[src/design/heap_topk_selector_top_defines.svh]
// Assertion macros shared by the heap top-k selector RTL.
// No dependencies; expects clk and rst_n in the including scope.
`ifndef HEAP_TOPK_SELECTOR_TOP_DEFINES_SVH
`define HEAP_TOPK_SELECTOR_TOP_DEFINES_SVH

// condition holds at every edge out of reset
`define HTK_ASSERT_HOLDS(lbl, cond, msg) \
    lbl: assert property (@(posedge clk) disable iff (!rst_n) (cond)) else $error(msg);

// same-cycle implication
`define HTK_ASSERT_IMPL(lbl, ante, cons, msg) \
    lbl: assert property (@(posedge clk) disable iff (!rst_n) (ante) |-> (cons)) \
        else $error(msg);

// next-cycle implication
`define HTK_ASSERT_NEXT(lbl, ante, cons, msg) \
    lbl: assert property (@(posedge clk) disable iff (!rst_n) (ante) |=> (cons)) \
        else $error(msg);

`endif

[src/design/htk_pkg.sv]
// Package for the heap top-k selector: types, constants, ordering functions.
// No dependencies.
package htk_pkg;

    localparam int MAX_K_DEF = 64;
    localparam int CFG_IDX_W = 3;
    localparam int CFG_DATA_W = 32;

    localparam logic [CFG_IDX_W-1:0] CFG_KEEP_SMALLEST = 3'd0;
    localparam logic [CFG_IDX_W-1:0] CFG_VALUE_IS_HALF = 3'd1;
    localparam logic [CFG_IDX_W-1:0] CFG_USE_GIVEN_IDS = 3'd2;
    localparam logic [CFG_IDX_W-1:0] CFG_INDEX_OFFSET  = 3'd3;
    localparam logic [CFG_IDX_W-1:0] CFG_K_USED        = 3'd4;

    localparam logic [31:0] ID_NONE = 32'hFFFF_FFFF;

    typedef struct packed {
        logic        keep_smallest;
        logic        value_is_half;
        logic        use_given_ids;
        logic [31:0] index_offset;
        logic [6:0]  k_used;
    } cfg_t;

    typedef struct packed {
        logic [31:0] value;
        logic [31:0] id;
        logic        final_item;
    } item_t;

    typedef enum logic [3:0] {
        S_IDLE,
        S_CHK,
        S_SRD,
        S_SCMP,
        S_PRD,
        S_PGET,
        S_ERD,
        S_EOUT,
        S_INIT
    } htk_state_t;

    function automatic logic signed [32:0] sort_key(input logic [31:0] v, input logic half);
        logic signed [32:0] m;
        begin
            if (half)
            begin
                m = {18'd0, v[14:0]};
                sort_key = v[15] ? -m : m;
            end
            else
            begin
                sort_key = {v[31], v};
            end
        end
    endfunction

    // a strictly worse than b
    function automatic logic worse(input logic [31:0] av, input logic aok,
                                   input logic [31:0] bv, input logic bok,
                                   input logic smallest, input logic half);
        logic signed [32:0] ka;
        logic signed [32:0] kb;
        begin
            ka = sort_key(av, half);
            kb = sort_key(bv, half);
            if (!aok)
                worse = bok;
            else if (!bok)
                worse = 1'b0;
            else
                worse = smallest ? (ka > kb) : (ka < kb);
        end
    endfunction

    function automatic logic [31:0] sentinel(input logic smallest, input logic half);
        begin
            if (half)
                sentinel = smallest ? 32'h0000_7BFF : 32'h0000_FBFF;
            else
                sentinel = smallest ? 32'h7FFF_FFFF : 32'h8000_0000;
        end
    endfunction

endpackage

[src/design/htk_fifo.sv]
// Two-entry queue between the front end and the heap engine.
// Depends on htk_pkg.
module htk_fifo (
    input  logic           clk,
    input  logic           rst_n,
    input  logic           push,
    input  htk_pkg::item_t push_item,
    output logic           full,
    input  logic           pop,
    output logic           nonempty,
    output htk_pkg::item_t pop_item
);
    import htk_pkg::*;

    item_t       ent_reg [2];
    logic        head_reg;
    logic        head_next;
    logic [1:0]  cnt_reg;
    logic [1:0]  cnt_next;
    logic        tail;

    assign full = cnt_reg == 2'd2;
    assign nonempty = cnt_reg != 2'd0;
    assign pop_item = ent_reg[head_reg];
    assign tail = head_reg ^ cnt_reg[0];

    always_comb
    begin
        head_next = pop ? ~head_reg : head_reg;
        cnt_next = cnt_reg + {1'b0, push} - {1'b0, pop};
    end

    always_ff @(posedge clk)
    begin
        if (push)
            ent_reg[tail] <= push_item;
    end

    always_ff @(posedge clk or negedge rst_n)
    begin
        if (!rst_n)
        begin
            head_reg <= 1'b0;
            cnt_reg <= '0;
        end
        else
        begin
            head_reg <= head_next;
            cnt_reg <= cnt_next;
        end
    end
endmodule

[config.mk]
export PLATFORM = sky130hd
export DESIGN_NAME = htk_fifo
export DESIGN_NICKNAME = d
export VERILOG_FILES = /design/src/design/heap_topk_selector_top_defines.svh /design/src/design/htk_pkg.sv /design/src/design/htk_fifo.sv
export SDC_FILE = /design/constraint.sdc
export NUM_CORES = 1
export LEC_CHECK = 0
export ABC_AREA = 1
export BUFFER_PORTS_ARGS = -buffer_cell sky130_fd_sc_hd__buf_2
export CORE_MARGIN = 2
export CORE_UTILIZATION = 25
export DETAILED_ROUTE_END_ITERATION = 10
export SKIP_LAST_GASP = 1
export SLEW_MARGIN = 20
export SYNTH_ARGS = -nofsm -noshare
export SYNTH_HDL_FRONTEND = slang
export SYNTH_SLANG_ARGS = --single-unit
[constraint.sdc]
create_clock -name clk -period 9.7 [get_ports clk]
set_input_delay 0.485 -clock clk [delete_from_list [all_inputs] [get_ports clk]]
set_output_delay 0.485 -clock clk [all_outputs]
set_load 0.03 [all_outputs]
==> impl_metrics.yaml <==
floorplan:
  die_height_um: 146
  die_width_um: 146
  die-area_um2: 21300
  initial_core_util: 0.257
  io_pins: 136
  placement_rows: 51
  floorplan.core_area_um2: 19600
run:
  drv_cap: 0
synthesis:
  synth_seq_cells: 133
  avgSynthCellArea_um2: 13.9
  synth_nets: 434
  yosysWarnings: 0
  ys_seq_area_frac: 0.791
  synth.cell_area_um2: 5030
  number_of_different_library_cells_in_the_post_synthesis_netlist: 14
  syn-instance-count: 363
worst_setup_path:
  crit-reg2reg-launch: "head_reg$_DFFE_PN0P_"
  crit_type: "reg2out"
  worstPathMaxFanout: 77
  worst_setup_path_end_kind: "output pin"
  timing.critical_path.arrival_ns: 2.37
  worst_ep_required_time_ns: 9.22
  ff2ff_path_depth: 3
  worst_setup_path_start_kind: "flip-flop"
  r2r_slack_ns: 7.13
  r2r_end: "ent_reg[0][9]$_DFFE_PP_"
  cp-startpoint: "head_reg$_DFFE_PN0P_"
  timing.critical_path.to: "pop_item[24]"
cts:
  tritoncts: "done"
  cts-htree-levels: 4
  postCtsSetupRepairBufs: 0
  cts_root_buffer: "sky130_fd_sc_hd__clkbuf_16"
  insertion_delay_of_the_later_clocked_pin_in_the_worst_skew_pair_ns: 0.41
  cts_sinks: 133
  cts.clk_slew.worst_paths_ns: 0.06
  numCtsBuffers: 17
  ctsLongestPathBuffers: 2
finish:
  area_growth_pct: 29.9
  antenna_cells: 0
  multi_input_comb_area_um2: 674
  seq_area_um2: 3980
  largest_reg_flops: 130
  layout-drive-gt1-share: 0.327
  final_nets: 578
  final.fill_count: 1972
  post-route-util: 0.333
sta:
  timing_hold_violations_final: 0
  skew_ns: 0.00723
  final-max-slew-violation-count: 0
  relSlewSlack: 0.492
  worstMarginPinSlew_ns: 0.761
  finalSetupTns_ns: 0
  post-route-worst-setup-slack_ns: 6.84
  timing.final.crit_share: 0.295
  grt_setup_unrepaired: "false"
  fmax_ghz: 0.350
  layout_min_cycle_time_ns: 2.86
  finalSetupViolations: 0
global_route:
  grt_first_pass_wirelength_um: 15300
  antenna_violations_before_repair: 1
  via_count_of_the_first_global_routing_pass: 2919
  grt_start_max_net_pins: 78
  grt_remaining_overflow: 0
  grtUsageTotal: 0.0972
detailed_routing:
  routed_wirelength_um: 9820
  route.antenna.remaining_nets: 0
  routed_via_density: 3.77
  wl_per_cell_um: 12.5
  detailroute.via_count: 2958
  initialDrtViolationCount: 198
  post-route-drc-count: 0
  first_pass_iters: 4
place:
  gp_routability_congestion: 0.689
  placement.io_buffers: 135
  placement.setup.worst_slack_ns: 7.03
  hpwl_um: 6480
run_status:
  status: "complete, no violations"
power:
  ir_drop_v: 0.000158
  power.density_nw_per_um2: 372
  power_leakage_nw: 2.75
hold_path:
  hp-class: "in2reg"
## cells by family after synthesis
group | Yosys count | share of synthesized area
AND/OR/NAND/NOR | 75 | 0.0562
AO/OA/AOI/OAI | 65 | 0.0647
XOR/XNOR | 3 | 0.00523
flip-flops | 133 | 0.791
buffers and inverters | 85 | 0.0776
adder cells (fa/ha/maj) | 2 | 0.00498
## where the power goes
part / switching, mW / internal [mW] / total, mW
Sequential: 0.0701 / 0.873 / 0.943
Clock: 0.226 / 0.378 / 0.604
Combinational: 0.677 / 0.206 / 0.883
## worst min path at each step
stage	slack [ns]	cells after the start	startpoint	endpoint
floorplan	0.19	0	rst_n	cnt_reg[0]$_DFF_PN0_
global placement	0.29	1	rst_n	cnt_reg[0]$_DFF_PN0_
detailed placement	0.29	1	rst_n	cnt_reg[1]$_DFF_PN0_
CTS	0.23	1	push_item[25]	ent_reg[1][25]$_DFFE_PP_
global route	0.23	1	push_item[60]	ent_reg[0][60]$_DFFE_PP_
finish	0.26	1	push_item[3]	ent_reg[0][3]$_DFFE_PP_
## layer usage
metal	share of wire	track usage	up-vias
met3	0.062	0.0426	13
met4	0.018	0.0485	2
li1	-	-	1510
met5	0.0013	0	-
met1	0.42	0.108	1351
met2	0.50	0.159	82
## area by class of cell
cell class | count | share of cell area
clock buffers | 24 | 0.0753
well taps | 265 | 0.0508
inverters | 71 | 0.0408
clock inverters | 8 | 0.0117
flip-flops and latches | 133 | 0.610
multi-input cells | 145 | 0.103
repair buffers | 139 | 0.108
## worst max-delay path: stages, from the launching register on
cell                      delay, ns
sky130_fd_sc_hd__dfrtp_4       0.74
sky130_fd_sc_hd__buf_4         0.62
sky130_fd_sc_hd__nand2_1       0.12
sky130_fd_sc_hd__o21ai_0       0.17
sky130_fd_sc_hd__buf_2         0.27
## through the flow
step | hold WS, ns | power, mW | cell area, µm² | instances
floorplan | 0.189 | 1.61 | 5030 | 363
finish | 0.261 | 2.43 | 6530 | 785
global route | 0.232 | 2.58 | 6530 | 785
global placement | 0.291 | 1.85 | 5950 | 752
CTS | 0.234 | 2.48 | 6530 | 785
detailed placement | 0.290 | 1.86 | 5950 | 752
## layout by cell type (no fill, tap or decap)
master                          instances
sky130_fd_sc_hd__clkbuf_16             17
sky130_fd_sc_hd__dfrtp_4                1
sky130_fd_sc_hd__bufinv_16              1
sky130_fd_sc_hd__nor2_4                 2
sky130_fd_sc_hd__o21ai_0               65
sky130_fd_sc_hd__clkbuf_8               4
sky130_fd_sc_hd__buf_2                135
sky130_fd_sc_hd__xor2_1                 2
sky130_fd_sc_hd__nand3_1                1
sky130_fd_sc_hd__clkinvlp_4             3
sky130_fd_sc_hd__nand2_1               71
sky130_fd_sc_hd__clkbuf_1               3
sky130_fd_sc_hd__clkinv_4               1
sky130_fd_sc_hd__ha_1                   2
sky130_fd_sc_hd__edfxtp_1             130
sky130_fd_sc_hd__nor2_1                 1
sky130_fd_sc_hd__inv_1                 71
sky130_fd_sc_hd__dfrtp_1                2
sky130_fd_sc_hd__xnor2_1                1
sky130_fd_sc_hd__buf_4                  3
sky130_fd_sc_hd__clkinv_2               3
sky130_fd_sc_hd__dlygate4sd3_1          1
## Yosys cell counts, drive strengths merged
cell / number / area [µm²]
xnor2: 1 / 8.76
xor2: 2 / 17.5
inv: 71 / 267
nor2: 3 / 11.3
nand3: 1 / 5.00
nand2: 71 / 267
edfxtp: 130 / 3900
buf: 2 / 18.8
dfrtp: 3 / 75.1
o21ai: 65 / 325
clkbuf: 12 / 105
ha: 2 / 25.0
## repair_timing
item,4_1_cts,5_1_grt
hold buffers,1,0
gates resized for setup,0,0
hold endpoints to repair,3,0
endpoints found under the setup margin,0,0
Power figures use the tool's default switching activity.
