### src/design/heap_topk_selector_top_defines.svh
// Assertion macros shared by the heap top-k selector RTL.
// No dependencies; expects clk and rst_n in the including scope.
`ifndef HEAP_TOPK_SELECTOR_TOP_DEFINES_SVH
`define HEAP_TOPK_SELECTOR_TOP_DEFINES_SVH

// condition holds at every edge out of reset
`define HTK_ASSERT_HOLDS(lbl, cond, msg) \
    lbl: assert property (@(posedge clk) disable iff (!rst_n) (cond)) else $error(msg);

// same-cycle implication
`define HTK_ASSERT_IMPL(lbl, ante, cons, msg) \
    lbl: assert property (@(posedge clk) disable iff (!rst_n) (ante) |-> (cons)) \
        else $error(msg);

// next-cycle implication
`define HTK_ASSERT_NEXT(lbl, ante, cons, msg) \
    lbl: assert property (@(posedge clk) disable iff (!rst_n) (ante) |=> (cons)) \
        else $error(msg);

`endif

### src/design/htk_pkg.sv
// Package for the heap top-k selector: types, constants, ordering functions.
// No dependencies.
package htk_pkg;

    localparam int MAX_K_DEF = 64;
    localparam int CFG_IDX_W = 3;
    localparam int CFG_DATA_W = 32;

    localparam logic [CFG_IDX_W-1:0] CFG_KEEP_SMALLEST = 3'd0;
    localparam logic [CFG_IDX_W-1:0] CFG_VALUE_IS_HALF = 3'd1;
    localparam logic [CFG_IDX_W-1:0] CFG_USE_GIVEN_IDS = 3'd2;
    localparam logic [CFG_IDX_W-1:0] CFG_INDEX_OFFSET  = 3'd3;
    localparam logic [CFG_IDX_W-1:0] CFG_K_USED        = 3'd4;

    localparam logic [31:0] ID_NONE = 32'hFFFF_FFFF;

    typedef struct packed {
        logic        keep_smallest;
        logic        value_is_half;
        logic        use_given_ids;
        logic [31:0] index_offset;
        logic [6:0]  k_used;
    } cfg_t;

    typedef struct packed {
        logic [31:0] value;
        logic [31:0] id;
        logic        final_item;
    } item_t;

    typedef enum logic [3:0] {
        S_IDLE,
        S_CHK,
        S_SRD,
        S_SCMP,
        S_PRD,
        S_PGET,
        S_ERD,
        S_EOUT,
        S_INIT
    } htk_state_t;

    function automatic logic signed [32:0] sort_key(input logic [31:0] v, input logic half);
        logic signed [32:0] m;
        begin
            if (half)
            begin
                m = {18'd0, v[14:0]};
                sort_key = v[15] ? -m : m;
            end
            else
            begin
                sort_key = {v[31], v};
            end
        end
    endfunction

    // a strictly worse than b
    function automatic logic worse(input logic [31:0] av, input logic aok,
                                   input logic [31:0] bv, input logic bok,
                                   input logic smallest, input logic half);
        logic signed [32:0] ka;
        logic signed [32:0] kb;
        begin
            ka = sort_key(av, half);
            kb = sort_key(bv, half);
            if (!aok)
                worse = bok;
            else if (!bok)
                worse = 1'b0;
            else
                worse = smallest ? (ka > kb) : (ka < kb);
        end
    endfunction

    function automatic logic [31:0] sentinel(input logic smallest, input logic half);
        begin
            if (half)
                sentinel = smallest ? 32'h0000_7BFF : 32'h0000_FBFF;
            else
                sentinel = smallest ? 32'h7FFF_FFFF : 32'h8000_0000;
        end
    endfunction

endpackage

### src/design/htk_if.sv
// Stream interfaces for the heap top-k selector: input words and result words.
// No dependencies.
interface htk_in_if;
    logic               valid;
    logic               ready;
    logic signed [31:0] dist_value;
    logic [31:0]        given_id;
    logic               final_item;
    modport source (output valid, dist_value, given_id, final_item, input ready);
    modport sink (input valid, dist_value, given_id, final_item, output ready);
endinterface


### src/design/htk_front.sv
// Front end: accepts input words, forms the id and masks the value.
// Depends on htk_pkg and htk_in_if.
module htk_front (
    input  logic           clk,
    input  logic           rst_n,
    input  htk_pkg::cfg_t  cfg,
    htk_in_if.sink         din,
    input  logic           q_full,
    output logic           q_push,
    output htk_pkg::item_t q_item
);
    import htk_pkg::*;

    logic [31:0] pos_reg;
    logic [31:0] pos_next;

    assign din.ready = !q_full;
    assign q_push = din.valid && !q_full;

    always_comb
    begin
        q_item.value = cfg.value_is_half ? {16'd0, din.dist_value[15:0]} : din.dist_value;
        q_item.id = cfg.use_given_ids ? din.given_id : (cfg.index_offset + pos_reg);
        q_item.final_item = din.final_item;
        pos_next = pos_reg;
        if (q_push)
            pos_next = din.final_item ? 32'd0 : (pos_reg + 32'd1);
    end

    always_ff @(posedge clk or negedge rst_n)
    begin
        if (!rst_n)
            pos_reg <= '0;
        else
            pos_reg <= pos_next;
    end
endmodule

### src/flat_wrapper.sv
// flat-port wrapper written by rule: the top's interface ports become plain ports
module htk_front_flat import htk_pkg::*;
  (clk, rst_n, cfg, q_full, q_push, q_item, din_valid, din_dist_value, din_given_id, din_final_item, din_ready);
  htk_in_if din_i ();
  input  logic clk;
  input  logic rst_n;
  input  htk_pkg::cfg_t cfg;
  input  logic q_full;
  output logic q_push;
  output htk_pkg::item_t q_item;
  input wire logic [$bits(din_i.valid)-1:0] din_valid;
  input wire logic [$bits(din_i.dist_value)-1:0] din_dist_value;
  input wire logic [$bits(din_i.given_id)-1:0] din_given_id;
  input wire logic [$bits(din_i.final_item)-1:0] din_final_item;
  output wire logic [$bits(din_i.ready)-1:0] din_ready;
  assign din_i.valid = din_valid;
  assign din_i.dist_value = din_dist_value;
  assign din_i.given_id = din_given_id;
  assign din_i.final_item = din_final_item;
  assign din_ready = din_i.ready;
  htk_front u_core (.clk(clk), .rst_n(rst_n), .cfg(cfg), .din(din_i), .q_full(q_full), .q_push(q_push), .q_item(q_item));
endmodule
### config.mk
export PLATFORM = sky130hd
export DESIGN_NAME = htk_front_flat
export DESIGN_NICKNAME = d
export VERILOG_FILES = /design/src/design/heap_topk_selector_top_defines.svh /design/src/design/htk_pkg.sv /design/src/design/htk_if.sv /design/src/design/htk_front.sv /design/src/flat_wrapper.sv
export SDC_FILE = /design/constraint.sdc
export NUM_CORES = 1
export LEC_CHECK = 0
export BUFFER_PORTS_ARGS = -buffer_cell sky130_fd_sc_hd__buf_2
export CAP_MARGIN = 40
export CORE_MARGIN = 5
export CORE_UTILIZATION = 35
export DETAILED_ROUTE_END_ITERATION = 10
export GPL_ROUTABILITY_DRIVEN = 1
export SYNTH_ARGS = -nofsm -noshare
export SYNTH_HDL_FRONTEND = slang
export SYNTH_SLANG_ARGS = --single-unit
### constraint.sdc
create_clock -name clk -period 9.2 [get_ports clk]
set_clock_uncertainty 0.1 [all_clocks]
set_input_delay 2.76 -clock clk [delete_from_list [all_inputs] [get_ports clk]]
set_output_delay 2.76 -clock clk [all_outputs]
set_load 0.03 [all_outputs]
==> out/metrics.yaml <==
die_area_um2: 13500
largest_reg_flops: 32
numPortBuffers: 137
tightest_slew_ns: 0.724
io_pins: 178
first_global_vias: 3878
drc: 0
crit_start: "cfg[7]"
cpMaxStageDelayCell: "a211oi_1"
worstPathRequired_ns: 6.34
gp_congestion: 0.876
grt_max_degree: 56
slew-limit-headroom: 0.517
vdd_drop_max_v: 0.0000774
use_met2: 0.290
finalNonFillerCells: 772
htreeDepth: 2
hold_viol: 0
dieHeight_um: 116
wl_mm: 11.8
rsz0062_at_grt: "no"
cts_tree: "built"
p_clk_frac: 0.341
r2r_end: "u_core.pos_reg[31]"
fin_crit_sh: 0.904
drtIter0Drc: 123
arrival_ns: 5.46
grt.busiest_layer: "met2"
drtAntennaViolNets: 0
hpwl_mm: 9.96
synth_nets: 668
leakage_nw: 2.35
yosys-top-cells-area: "dfrtp_1, ha_1, xor2_1"
met1_usage: 0.225
r2r_setup_slack_ns: 7.01
timing.rr.start: "u_core.pos_reg[5]"
drive_above_1_share: 0.264
coreArea_um2: 10900
critPathMaxStageDelay_ns: 0.45
yosys_warnings: 0
fin_area_um2: 4740
cts_hold_buf: 0
antenna_cells: 0
syn_area_per_cell_um2: 7.54
tns_ns: 0
seqPwrFrac: 0.310
ys_types: 62
wl_per_cell_um: 15.3
yosysTopAreaCellShare: 0.203
drtPass1Iterations: 4
p_switching_w: 0.000168
cts_buffers: 5
cell_internal_pwr_w: 0.000320
end_kind: "output pin"
start_util: 0.361
path_class: "input pin to output pin"
reg2reg_depth: 6
cts.repair.resized: 0
pwr-share-comb: 0.349
crit_chain: "buf_2 -> ha_1 -> fa_1 -> a211oi_1 -> o21ai_1 -> a211oi_2 -> a21oi_1 -> a21oi_1 -> xor2_1 -> o21ai_1 -> buf_2"
core.rowCount: 38
die_w_um: 116
postSynth.asyncResetShare: 1.00
p_sw_frac: 0.344
n_fill_cell: 1131
crit_path_end: "q_item[19]"
crit_family: "compound AO/OA/AOI/OAI gates"
start_kind: "input pin"
final_max_slew_viol_count: 0
grt_pass1_wl_mm: 18.5
synth_cells: 524
path_clk_slew_ns: 0.05
yosysTopAreaCell: "dfrtp_1"
period_needed_ns: 8.32
outcome: "finished clean"
seqCellArea_um2: 801
fin_nets: 776
fmax_mhz: 120
synthFlopType: "dfrtp_1"
cp_max_fo: 4
placed_cells: 765
crit_buf_inv: 2
setup_viol: 0
cts.path.max_buffers: 2
synth_most_common_cell: "nand2_1"
clock_latency_ns: 0.27
grt-ovfl-total: 0
placed_cell_area_um2: 4590
multi_input_area_um2: 2880
maxCapViolations: 0
clockRootBuffer: "clkbuf_16"
track_usage: 0.170
grt.met3_usage: 0.0244
via_per_inst: 5.27
syn_to_final_growth_pct: 20.1
powerDensity_nw_per_um2: 103
synth_common_cells: "nand2_1, nor2_1, a21oi_1"
ys_seq_area_frac: 0.203
critical_path_depth: 11
clock-sinks: 32
antenna_found_initial: 1
vias: 4066
synth-edff-count: 0
whs_ns: 0.472
synth_seq_cells: 32
syn_area_um2: 3950
hold_path_class: "flip-flop to flip-flop"
cts_setup_buffers: 0
[cell usage in the layout (no fill, tap or decap), drive strengths merged, types with 4 or more instances in the layout]
master and count:
o21ai 50, and2 4, nand2b 4, o211ai 5, ha 32, nand3 15
a211oi 12, mux2 5, nor3 8, xor2 31, clkbuf 7, nand4 11
a21oi 38, nor2 47, nand2 72, and3 8, nor2b 19, buf 138
xnor2 16, or3 8, o21a 5, dfrtp 32, inv 11, a31oi 4
a21o 14
[metal layers]
layer	part of all wire	routed length [µm]	vias up
met5	0	0	-
met4	0.020	235	0
met3	0.073	865	19
met2	0.46	5440	128
met1	0.45	5280	1841
li1	-	-	2078
[worst register-to-register path, cell delays in order (launching register included)]
cell and delay [ns]:
dfrtp_1 0.47, and4_4 0.28, and4_4 0.26, nand4_4 0.13, or2_1 0.34, or3_1 0.39
a21oi_1 0.14
[through the flow]
stage	setup slack (ns)	utilization	power [W]
after CTS	0.914	0.434	0.000495
after floorplan	1.20	-	0.000280
final	0.885	0.434	0.000489
after detailed placement	0.922	0.420	0.000325
after global placement	0.946	0.420	0.000323
after global routing	0.658	0.434	0.000517
[power by group through the flow]
stage	Clock, W	Sequential, W	Combinational [W]
after floorplan	0	0.000152	0.000129
after global placement	0	0.000154	0.000169
after detailed placement	0	0.000154	0.000171
after CTS	0.000172	0.000152	0.000172
after global routing	0.000178	0.000152	0.000187
final	0.000167	0.000152	0.000170
[cell type report]
cell class | count | share of cell area
flip-flops and latches | 32 | 0.169
clock buffers | 7 | 0.0322
multi-input cells | 444 | 0.607
inverters | 11 | 0.00870
repair buffers | 138 | 0.146
well taps | 140 | 0.0369
[worst min-delay path by stage]
stage | startpoint | endpoint | slack (ns) | depth (start not counted)
after floorplan | u_core.pos_reg[10] | u_core.pos_reg[10] | 0.42 | 2
after global placement | u_core.pos_reg[19] | u_core.pos_reg[19] | 0.44 | 2
after detailed placement | u_core.pos_reg[19] | u_core.pos_reg[19] | 0.46 | 2
after CTS | u_core.pos_reg[19] | u_core.pos_reg[19] | 0.47 | 2
after global routing | u_core.pos_reg[0] | u_core.pos_reg[0] | 0.49 | 1
final | u_core.pos_reg[22] | u_core.pos_reg[22] | 0.47 | 2
[cell families (layout without fill, tap and decap cells)]
family / Yosys count / count (layout) / synth area share
buffers and inverters: 48 / 156 / 0.0678
XOR/XNOR: 47 / 47 / 0.104
AND/OR/NAND/NOR: 205 / 205 / 0.256
AO/OA/AOI/OAI: 151 / 151 / 0.241
flip-flops: 32 / 32 / 0.203
multiplexers: 8 / 8 / 0.0219
adder cells (fa/ha/maj): 33 / 33 / 0.106
No activity file was read; power rests on OpenSTA's default activity.
